--- src/rtl/core/pnsf_pkg.sv ---
// Package for the pink noise shaping filter: widths, fixed-point coefficients,
// sequencer operation codes and the schedule decoder. No dependencies.
`timescale 1ns / 1ps

package pnsf_pkg;

  // Port and datapath widths
  localparam int SAMPLE_W = 16;   // white sample, Q1.15
  localparam int GAIN_W   = 16;   // amplitude gain, Q8.8
  localparam int OUT_W    = 32;   // pink sample, Q16.16
  localparam int STATE_W  = 40;   // filter state, Q16.24
  localparam int SUM_W    = STATE_W + 1;
  localparam int W_W      = 34;   // scaled white, Q.24
  localparam int PINK_W   = 44;   // pink accumulator, Q.24
  localparam int CHUNK_W  = 20;   // low partial-product chunk
  localparam int OPA_W    = PINK_W - CHUNK_W;
  localparam int COEF_W   = 25;
  localparam int PROD_W   = OPA_W + COEF_W;
  localparam int ACC_W    = 70;
  localparam int NUM_SEC  = 6;
  localparam int IDX_W    = 3;
  localparam int CNT_W    = 6;

  localparam int COEF_SHIFT = 24;
  localparam int NORM_SHIFT = 32;

  localparam logic [ACC_W-1:0] RND_COEF = ACC_W'(1) << (COEF_SHIFT - 1);
  localparam logic [ACC_W-1:0] RND_NORM = ACC_W'(1) << (NORM_SHIFT - 1);

  localparam logic [GAIN_W-1:0] GAIN_RESET = GAIN_W'(256);

  localparam logic signed [STATE_W-1:0] STATE_MAX = {1'b0, {(STATE_W-1){1'b1}}};
  localparam logic signed [STATE_W-1:0] STATE_MIN = {1'b1, {(STATE_W-1){1'b0}}};
  localparam logic signed [OUT_W-1:0]   OUT_MAX   = {1'b0, {(OUT_W-1){1'b1}}};
  localparam logic signed [OUT_W-1:0]   OUT_MIN   = {1'b1, {(OUT_W-1){1'b0}}};

  // Schedule points of the sequencer
  localparam logic [CNT_W-1:0] CNT_SCALE     = CNT_W'(0);
  localparam logic [CNT_W-1:0] CNT_SEC_LAST  = CNT_W'(4 * NUM_SEC);
  localparam logic [CNT_W-1:0] CNT_DELAY_LO  = CNT_W'(4 * NUM_SEC + 1);
  localparam logic [CNT_W-1:0] CNT_DIRECT_LO = CNT_W'(4 * NUM_SEC + 3);
  localparam logic [CNT_W-1:0] CNT_NORM_LO   = CNT_W'(4 * NUM_SEC + 8);
  localparam logic [CNT_W-1:0] CNT_LAST      = CNT_W'(4 * NUM_SEC + 11);

  typedef logic signed [COEF_W-1:0] coef_t;

  // Q.24 coefficients
  localparam coef_t POLE_COEF [NUM_SEC] = '{
    25'sd16758090, 25'sd16665144, 25'sd16257122,
    25'sd14537458, 25'sd9227469,  -25'sd12777528
  };
  localparam coef_t FEED_COEF [NUM_SEC] = '{
    25'sd931436,  25'sd1259565, 25'sd2581208,
    25'sd5209084, 25'sd8941454, -25'sd283501
  };
  localparam coef_t DIRECT_COEF = 25'sd8995943;
  localparam coef_t DELAY_COEF  = 25'sd1944916;
  localparam coef_t NORM_COEF   = 25'sd1845494;

  typedef enum logic [2:0] {
    OP_NONE,
    OP_SCALE,
    OP_POLE,
    OP_FEED,
    OP_DELAY,
    OP_DIRECT,
    OP_NORM
  } op_kind_e;

  typedef struct packed {
    logic             vld;
    op_kind_e         kind;
    logic [IDX_W-1:0] idx;
    logic             hi;
  } op_t;

  // Map a sequencer step to the partial product it issues.
  function automatic op_t op_decode(input logic [CNT_W-1:0] cnt);
    op_t              op;
    logic [CNT_W-1:0] k;
    op = '0;
    k  = cnt - CNT_W'(1);
    if (cnt == CNT_SCALE) begin
      op.vld  = 1'b1;
      op.kind = OP_SCALE;
    end else if (cnt <= CNT_SEC_LAST) begin
      op.vld  = 1'b1;
      op.kind = k[1] ? OP_FEED : OP_POLE;
      op.idx  = k[IDX_W+1:2];
      op.hi   = k[0];
    end else if (cnt == CNT_DELAY_LO || cnt == CNT_DELAY_LO + CNT_W'(1)) begin
      op.vld  = 1'b1;
      op.kind = OP_DELAY;
      op.hi   = (cnt != CNT_DELAY_LO);
    end else if (cnt == CNT_DIRECT_LO || cnt == CNT_DIRECT_LO + CNT_W'(1)) begin
      op.vld  = 1'b1;
      op.kind = OP_DIRECT;
      op.hi   = (cnt != CNT_DIRECT_LO);
    end else if (cnt == CNT_NORM_LO || cnt == CNT_NORM_LO + CNT_W'(1)) begin
      op.vld  = 1'b1;
      op.kind = OP_NORM;
      op.hi   = (cnt != CNT_NORM_LO);
    end
    return op;
  endfunction

  function automatic coef_t coef_of(input op_kind_e kind, input logic [IDX_W-1:0] idx);
    coef_t c;
    unique case (kind)
      OP_POLE:   c = POLE_COEF[idx];
      OP_FEED:   c = FEED_COEF[idx];
      OP_DELAY:  c = DELAY_COEF;
      OP_DIRECT: c = DIRECT_COEF;
      OP_NORM:   c = NORM_COEF;
      default:   c = '0;
    endcase
    return c;
  endfunction

endpackage

--- src/rtl/core/pink_noise_shaping_filter_top.sv ---
// Pink noise shaping filter: six one-pole sections plus delayed/direct white taps.
// A new sample is taken only once the previous one has run its whole schedule, which is
// set by the single shared 24x25 multiplier stepping through one scale product and 15
// products in two 20-bit chunks each; the schedule holds while a result waits.
// Reset: filter state, taps and output valid clear; amplitude gain returns to 1.0.
// Depends on pnsf_pkg.
`timescale 1ns / 1ps

module pink_noise_shaping_filter_top (
  input  logic                                clk_i,
  input  logic                                rst_ni,
  // configuration: amplitude gain
  input  logic                                cfg_valid_i,
  output logic                                cfg_ready_o,
  input  logic [pnsf_pkg::GAIN_W-1:0]         cfg_data_i,
  // white input
  input  logic                                in_valid_i,
  output logic                                in_stall_o,
  input  logic signed [pnsf_pkg::SAMPLE_W-1:0] white_sample_i,
  input  logic                                restart_i,
  // pink output
  output logic                                out_valid_o,
  input  logic                                out_stall_i,
  output logic signed [pnsf_pkg::OUT_W-1:0]   pink_sample_o,
  output logic                                clipped_o
);

  import pnsf_pkg::*;

  // ---------------------------------------------------------------------------
  // Control: sequencer counter walks the product schedule, at most one issue per step.
  // ---------------------------------------------------------------------------
  logic             busy_q, busy_d;
  logic [CNT_W-1:0] cnt_q, cnt_d;
  logic [GAIN_W-1:0] gain_q;
  logic             accept;
  logic             hold;
  logic             issue;
  op_t              op_s1;

  // Pipeline tags: t1 rides with the product, t2 with the rounded value,
  // t3 marks a section or direct-tap value bound for the pink accumulator.
  op_t              t1_q, t2_q;
  op_t              t1_d, t2_d;
  logic             t3_q, t3_d;

  logic             out_valid_q, out_valid_d;
  logic signed [OUT_W-1:0] out_data_q;
  logic             out_clip_q;

  assign accept      = in_valid_i && !busy_q;
  assign in_stall_o  = busy_q;
  assign cfg_ready_o = !busy_q;

  assign op_s1 = op_decode(cnt_q);
  // Hold before normalizing while the previous result is still pending, so
  // the output register is free when the new one lands.
  assign hold  = busy_q && (cnt_q == CNT_NORM_LO) && out_valid_q;
  assign issue = busy_q && !hold && op_s1.vld;

  always_comb begin
    busy_d = busy_q;
    cnt_d  = cnt_q;
    if (accept) begin
      busy_d = 1'b1;
      cnt_d  = CNT_SCALE;
    end else if (busy_q && !hold) begin
      cnt_d = cnt_q + CNT_W'(1);
      if (cnt_q == CNT_LAST) begin
        busy_d = 1'b0;
      end
    end
  end

  // ---------------------------------------------------------------------------
  // Stage 1: operand select and shared multiply.
  // A 44-bit operand splits into a zero-extended low 20-bit chunk and a
  // signed upper chunk; the two partial products meet in the accumulator.
  // ---------------------------------------------------------------------------
  logic signed [SAMPLE_W-1:0] x_q;
  logic signed [W_W-1:0]      w_q;
  logic signed [STATE_W-1:0]  state_q [NUM_SEC];
  logic signed [STATE_W-1:0]  tap_q;
  logic signed [PINK_W-1:0]   pink_q;
  logic signed [STATE_W-1:0]  a_q;
  logic signed [STATE_W-1:0]  sec_rd;
  logic signed [PINK_W-1:0]   src;
  logic signed [OPA_W-1:0]    opa;
  coef_t                      opb;
  logic signed [PROD_W-1:0]   prod_d, prod_q;

  assign sec_rd = state_q[op_s1.idx];

  always_comb begin
    unique case (op_s1.kind) inside
      OP_POLE:                      src = PINK_W'(sec_rd);
      OP_FEED, OP_DELAY, OP_DIRECT: src = PINK_W'(w_q);
      OP_NORM:                      src = pink_q;
      default:                      src = PINK_W'(x_q);
    endcase
  end

  always_comb begin
    if (op_s1.kind == OP_SCALE) begin
      opa = OPA_W'(x_q);
      opb = $signed({{(COEF_W-GAIN_W){1'b0}}, gain_q});
    end else begin
      opa = op_s1.hi ? src[PINK_W-1:CHUNK_W]
                     : {{(OPA_W-CHUNK_W){1'b0}}, src[CHUNK_W-1:0]};
      opb = coef_of(op_s1.kind, op_s1.idx);
    end
  end

  assign prod_d = opa * opb;

  always_comb begin
    t1_d = '0;
    if (issue) begin
      t1_d = op_s1;
    end
  end

  // ---------------------------------------------------------------------------
  // Stage 2: chunk accumulate and round-half-up shift.
  // ---------------------------------------------------------------------------
  logic signed [ACC_W-1:0]  acc_q;
  logic signed [ACC_W-1:0]  prod_ext;
  logic signed [ACC_W-1:0]  full;
  logic signed [ACC_W-1:0]  full_sh;
  logic signed [ACC_W-1:0]  rnd_add;
  logic signed [PINK_W-1:0] rnd_q;

  assign prod_ext = ACC_W'(prod_q);
  assign rnd_add  = (t1_q.kind == OP_NORM) ? $signed(RND_NORM) : $signed(RND_COEF);
  assign full     = acc_q + (prod_ext <<< CHUNK_W);
  assign full_sh  = (t1_q.kind == OP_NORM) ? (full >>> NORM_SHIFT) : (full >>> COEF_SHIFT);

  always_comb begin
    t2_d     = t1_q;
    t2_d.vld = t1_q.vld && t1_q.hi;
  end

  // ---------------------------------------------------------------------------
  // Stage 3: section update with saturation, tap update, output saturation.
  // ---------------------------------------------------------------------------
  logic signed [SUM_W-1:0]   sec_sum;
  logic signed [STATE_W-1:0] sec_sat;
  logic signed [STATE_W-1:0] sec_q;
  logic [PINK_W-OUT_W:0]     y_top;
  logic                      y_ovf;

  assign sec_sum = SUM_W'(a_q) + SUM_W'($signed(rnd_q[STATE_W-1:0]));
  always_comb begin
    if (sec_sum[SUM_W-1] != sec_sum[SUM_W-2]) begin
      sec_sat = sec_sum[SUM_W-1] ? STATE_MIN : STATE_MAX;
    end else begin
      sec_sat = sec_sum[STATE_W-1:0];
    end
  end

  // Overflow when the bits above the output sign are not a pure sign copy.
  assign y_top = rnd_q[PINK_W-1:OUT_W-1];
  assign y_ovf = !((&y_top) || !(|y_top));

  assign t3_d = t2_q.vld && (t2_q.kind == OP_FEED || t2_q.kind == OP_DIRECT);

  always_comb begin
    out_valid_d = out_valid_q;
    if (t2_q.vld && t2_q.kind == OP_NORM) begin
      out_valid_d = 1'b1;
    end else if (out_valid_q && !out_stall_i) begin
      out_valid_d = 1'b0;
    end
  end

  // ---------------------------------------------------------------------------
  // Registers
  // ---------------------------------------------------------------------------
  always_ff @(posedge clk_i or negedge rst_ni) begin
    if (!rst_ni) begin
      busy_q      <= 1'b0;
      cnt_q       <= '0;
      gain_q      <= GAIN_RESET;
      t1_q        <= '0;
      t2_q        <= '0;
      t3_q        <= 1'b0;
      out_valid_q <= 1'b0;
    end else begin
      busy_q      <= busy_d;
      cnt_q       <= cnt_d;
      t1_q        <= t1_d;
      t2_q        <= t2_d;
      t3_q        <= t3_d;
      out_valid_q <= out_valid_d;
      if (cfg_valid_i && cfg_ready_o) begin
        gain_q <= cfg_data_i;
      end
    end
  end

  // Filter state: cleared by reset and by a restart transfer.
  always_ff @(posedge clk_i or negedge rst_ni) begin
    if (!rst_ni) begin
      for (int i = 0; i < NUM_SEC; i++) begin
        state_q[i] <= '0;
      end
      tap_q <= '0;
    end else if (accept && restart_i) begin
      for (int i = 0; i < NUM_SEC; i++) begin
        state_q[i] <= '0;
      end
      tap_q <= '0;
    end else if (t2_q.vld) begin
      if (t2_q.kind == OP_FEED) begin
        state_q[t2_q.idx] <= sec_sat;
      end
      if (t2_q.kind == OP_DELAY) begin
        tap_q <= rnd_q[STATE_W-1:0];
      end
    end
  end

  // Datapath registers, no reset needed.
  always_ff @(posedge clk_i) begin
    if (accept) begin
      x_q <= white_sample_i;
      // Seed the pink sum with the previous delayed tap.
      pink_q <= restart_i ? '0 : PINK_W'(tap_q);
    end else if (t3_q) begin
      pink_q <= pink_q + PINK_W'(sec_q);
    end

    if (issue) begin
      prod_q <= prod_d;
    end

    if (t1_q.vld) begin
      if (t1_q.kind == OP_SCALE) begin
        w_q <= {prod_q[W_W-2:0], 1'b0};
      end else if (!t1_q.hi) begin
        acc_q <= prod_ext + rnd_add;
      end else begin
        rnd_q <= full_sh[PINK_W-1:0];
      end
    end

    if (t2_q.vld) begin
      unique case (t2_q.kind)
        OP_POLE:   a_q   <= rnd_q[STATE_W-1:0];
        OP_FEED:   sec_q <= sec_sat;
        OP_DIRECT: sec_q <= rnd_q[STATE_W-1:0];
        OP_NORM: begin
          out_clip_q <= y_ovf;
          if (y_ovf) begin
            out_data_q <= rnd_q[PINK_W-1] ? OUT_MIN : OUT_MAX;
          end else begin
            out_data_q <= rnd_q[OUT_W-1:0];
          end
        end
        default: ;
      endcase
    end
  end

  assign out_valid_o   = out_valid_q;
  assign pink_sample_o = out_data_q;
  assign clipped_o     = out_clip_q;

  // ---------------------------------------------------------------------------
  // Assertions
  // ---------------------------------------------------------------------------
  // Never load a new result over one still waiting for transfer.
  a_no_overwrite: assert property (@(posedge clk_i) disable iff (!rst_ni)
    (t2_q.vld && t2_q.kind == OP_NORM) |-> !out_valid_q)
    else $error("result loaded while output pending");

  // Pipeline drains before the block takes the next item.
  a_idle_drained: assert property (@(posedge clk_i) disable iff (!rst_ni)
    !busy_q |-> (!t1_q.vld && !t2_q.vld && !t3_q))
    else $error("operation in flight while idle");

  // A high chunk always follows its low chunk in the next cycle.
  a_chunk_order: assert property (@(posedge clk_i) disable iff (!rst_ni)
    (t1_q.vld && t1_q.hi) |-> ($past(t1_q.vld) && !$past(t1_q.hi)))
    else $error("high chunk without preceding low chunk");

  // A transfer starts the schedule from its first step.
  a_start: assert property (@(posedge clk_i) disable iff (!rst_ni)
    accept |=> (busy_q && cnt_q == CNT_SCALE))
    else $error("sequencer did not start on transfer");

endmodule
--- config.mk ---
export PLATFORM = sky130hd
export DESIGN_NAME = pink_noise_shaping_filter_top
export DESIGN_NICKNAME = d
export VERILOG_FILES = /design/src/rtl/core/pnsf_pkg.sv /design/src/rtl/core/pink_noise_shaping_filter_top.sv
export SDC_FILE = /design/constraint.sdc
export NUM_CORES = 2
export LEC_CHECK = 0
export ABC_CLOCK_PERIOD_IN_PS = 18250
export BUFFER_PORTS_ARGS = -buffer_cell sky130_fd_sc_hd__buf_2
export CORE_MARGIN = 2
export CORE_UTILIZATION = 60
export CTS_BUF_LIST = sky130_fd_sc_hd__clkbuf_16
export CTS_CLUSTER_SIZE = 40
export DETAILED_ROUTE_END_ITERATION = 12
export PLACE_DENSITY_LB_ADDON = 0.12
export SYNTH_ARGS = -nofsm -noshare
export SYNTH_HDL_FRONTEND = slang
export SYNTH_SLANG_ARGS = --single-unit
--- constraint.sdc ---
create_clock -name clk_i -period 18.25 [get_ports clk_i]
set_input_delay 3.65 -clock clk_i [delete_from_list [all_inputs] [get_ports clk_i]]
set_output_delay 3.65 -clock clk_i [all_outputs]
set_load 0.02 [all_outputs]
==> metrics.yaml <==
layout:
  final-seq-area_mm2: 0.0179
  fin_nets: 6799
  final_cell_mix: "nand2_1, inv_1, fa_1"
  multiInputGateArea_mm2: 0.0352
  drive_gt1_frac: 0.0703
  final_common_cell: "nand2_1"
  syn_to_final_growth_pct: 7.02
  stdcell_area_mm2: 0.0610
  fillCellCount: 7765
sta:
  worstMarginPinSlew_ns: 1.23
  finalSetupTns_ns: 0
  max_freq_ghz: 0.0792
  holdWs_ns: 0.348
  layout_min_cycle_time_ns: 12.62
  worst_slack_ns: 5.63
  finalCritPeriodShare: 0.691
  finClkSkew_ns: 0.0267
  slew_violations: 0
  timing.slew.headroom: 0.162
  timing.final.setup_violations: 0
  hold_violations: 0
  rsz0062_at_grt: "false"
worst_setup_path:
  r2r_start: "cnt_q[0]"
  crit_top_cell: "fa_1"
  arrival_ns: 13.01
  startpoint_type: "flop"
  worst_setup_path_end_kind: "flop"
  worstSetupStartpoint: "cnt_q[0]"
  critPathBufInv: 9
  cp_max_fo: 48
  cpMaxStageDelayCell: "nand2_1"
  criticalPathCategory: "flop to flop"
  worst_path_dominant_cell_family: "adder cells"
  crit_required_ns: 18.64
  max_stage_delay_ns: 0.82
synthesis:
  ys_warn_count: 0
  synthArstFlopShare: 0.493
  ys_types: 102
  synth_ff_type: "edfxtp_1"
  synth-seq-cells: 649
  syn_inst: 5883
  syn_area_per_cell_um2: 9.69
  synth_fp_nets: 6836
  synth_edf_count: 329
  netlist_area_mm2: 0.0570
  synth_top_area_share: 0.222
  synth_area_leaders: "fa_1, edfxtp_1, dfrtp_1"
  ys_seq_area_frac: 0.314
  synth_area_leader_cell: "fa_1"
global_route:
  grt-ovfl-total: 0
  antenna_found_initial: 2
  grt_usage: 0.390
  grt_pass1_vias: 45300
  grt_max_degree: 162
  grt_pass1_wl_um: 283000
clock_tree:
  post_cts_buffers: 0
  cts_buffers: 74
  cts_num_sinks: 649
  clockBufferDepth: 3
  clkTransAtPathRegs_ns: 0.07
  ctsHoldBuffers: 0
  cts_resized: 0
  htree_levels: 3
  tritoncts: "done"
  worstSkewPairLatency_ns: 0.66
  root_buffer: "clkbuf_16"
floorplanning:
  start_util: 0.603
  fp.dieH_um: 312
  dieArea_mm2: 0.0975
  coreArea_mm2: 0.0946
  die_w_um: 312
  fp-row-count: 113
  ios: 74
placed_design:
  placed_area_mm2: 0.0587
  port_buffers: 73
  dpl.hpwl_um: 141000
  place.gp.congestion: 0.971
  dpl_worst_slack_ns: 6.05
outcome:
  status: "finished clean"
drt:
  first_pass_iters: 6
  ant_nets: 0
  drt-total-wl_um: 189000
  via_per_inst: 6.37
  drtIter0Drc: 5037
  drc: 0
  dr_total_vias: 45700
  wl_per_cell_um: 26.4
worst_hold_path:
  min_from: "t1_q[3]"
  min_path_type: "flop to flop"
job:
  maxCapViolCount: 0
==> synth_stat cells (all sizes together) (61+ instances only) <==
cell    number
nand3      143
a21o        77
o21a        75
inv        707
buf        131
edfxtp     329
nand2b      61
fa         631
dfrtp      319
o211ai     100
a21oi      285
nor2       329
and2        77
xor2        64
a22o       172
clkbuf     176
nand2     1004
xnor2      126
o21ai      223
ha         284
==> layer usage <==
layer,share of wire,track usage,vias up
li1,-,-,19700
met1,0.37,0.514,22900
met2,0.45,0.593,2549
met3,0.10,0.0849,560
met4,0.074,0.242,2
met5,0.000079,0,-
==> registers in the layout, summed over array words and instances, names as in the netlist, 30 cells and up <==
name and flops:
prod_q 49, acc_q 30, tap_q 40, a_q 40
pink_sample_o 32, state_q 240, pink_q 44, rnd_q 44
sec_q 40, w_q 33
==> worst reg2reg max path, delay by kind of cell (launching register included) <==
family                   cells  cell delay [ns]
flip-flops                   1             0.48
AO/OA/AOI/OAI               11             3.34
XOR/XNOR                     1             0.09
adder cells (fa/ha/maj)      9             4.35
AND/OR/NAND/NOR              8             2.53
buffers and inverters        9             1.60
==> cell type report <==
| type | instances | area share |
|---|---|---|
| Multi-Input combinational cell | 4219 | 0.578 |
| Sequential cell | 649 | 0.293 |
| Inverter | 708 | 0.0436 |
| Clock buffer | 77 | 0.0316 |
| Tap cell | 1265 | 0.0259 |
| Timing Repair Buffer | 194 | 0.0212 |
| Clock inverter | 54 | 0.00654 |
| Antenna cell | 1 | 0.0000410 |
==> metrics by stage <==
step,std cells,util
3_3_place_gp,7034,0.620
2_1_floorplan,5883,-
6_report,7167,0.645
5_1_grt,7166,0.645
4_1_cts,7165,0.645
3_5_place_dp,7034,0.620
==> final timing paths <==
path,end,slack (ns),depth (start not counted)
max in group asynchronous,state_q[35],13.72,2
worst max register to register,prod_q[45],5.63,38
worst min register to register,t2_q[3],0.35,0
worst min-delay path,t2_q[3],0.35,0
worst max-delay path,prod_q[45],5.63,38
min in group asynchronous,tap_q[18],3.02,1
==> kinds of logic after synthesis <==
family	count (synthesis)	share of synthesized area
compound gates	1213	0.149
xor+xnor	190	0.0292
fa+ha+maj	916	0.284
buf+inv	1015	0.0713
flops	649	0.314
mux	50	0.00926
simple gates	1850	0.143
Power is not shown: default switching activity piles up to over one toggle a cycle in this logic, so the estimate is an artifact.
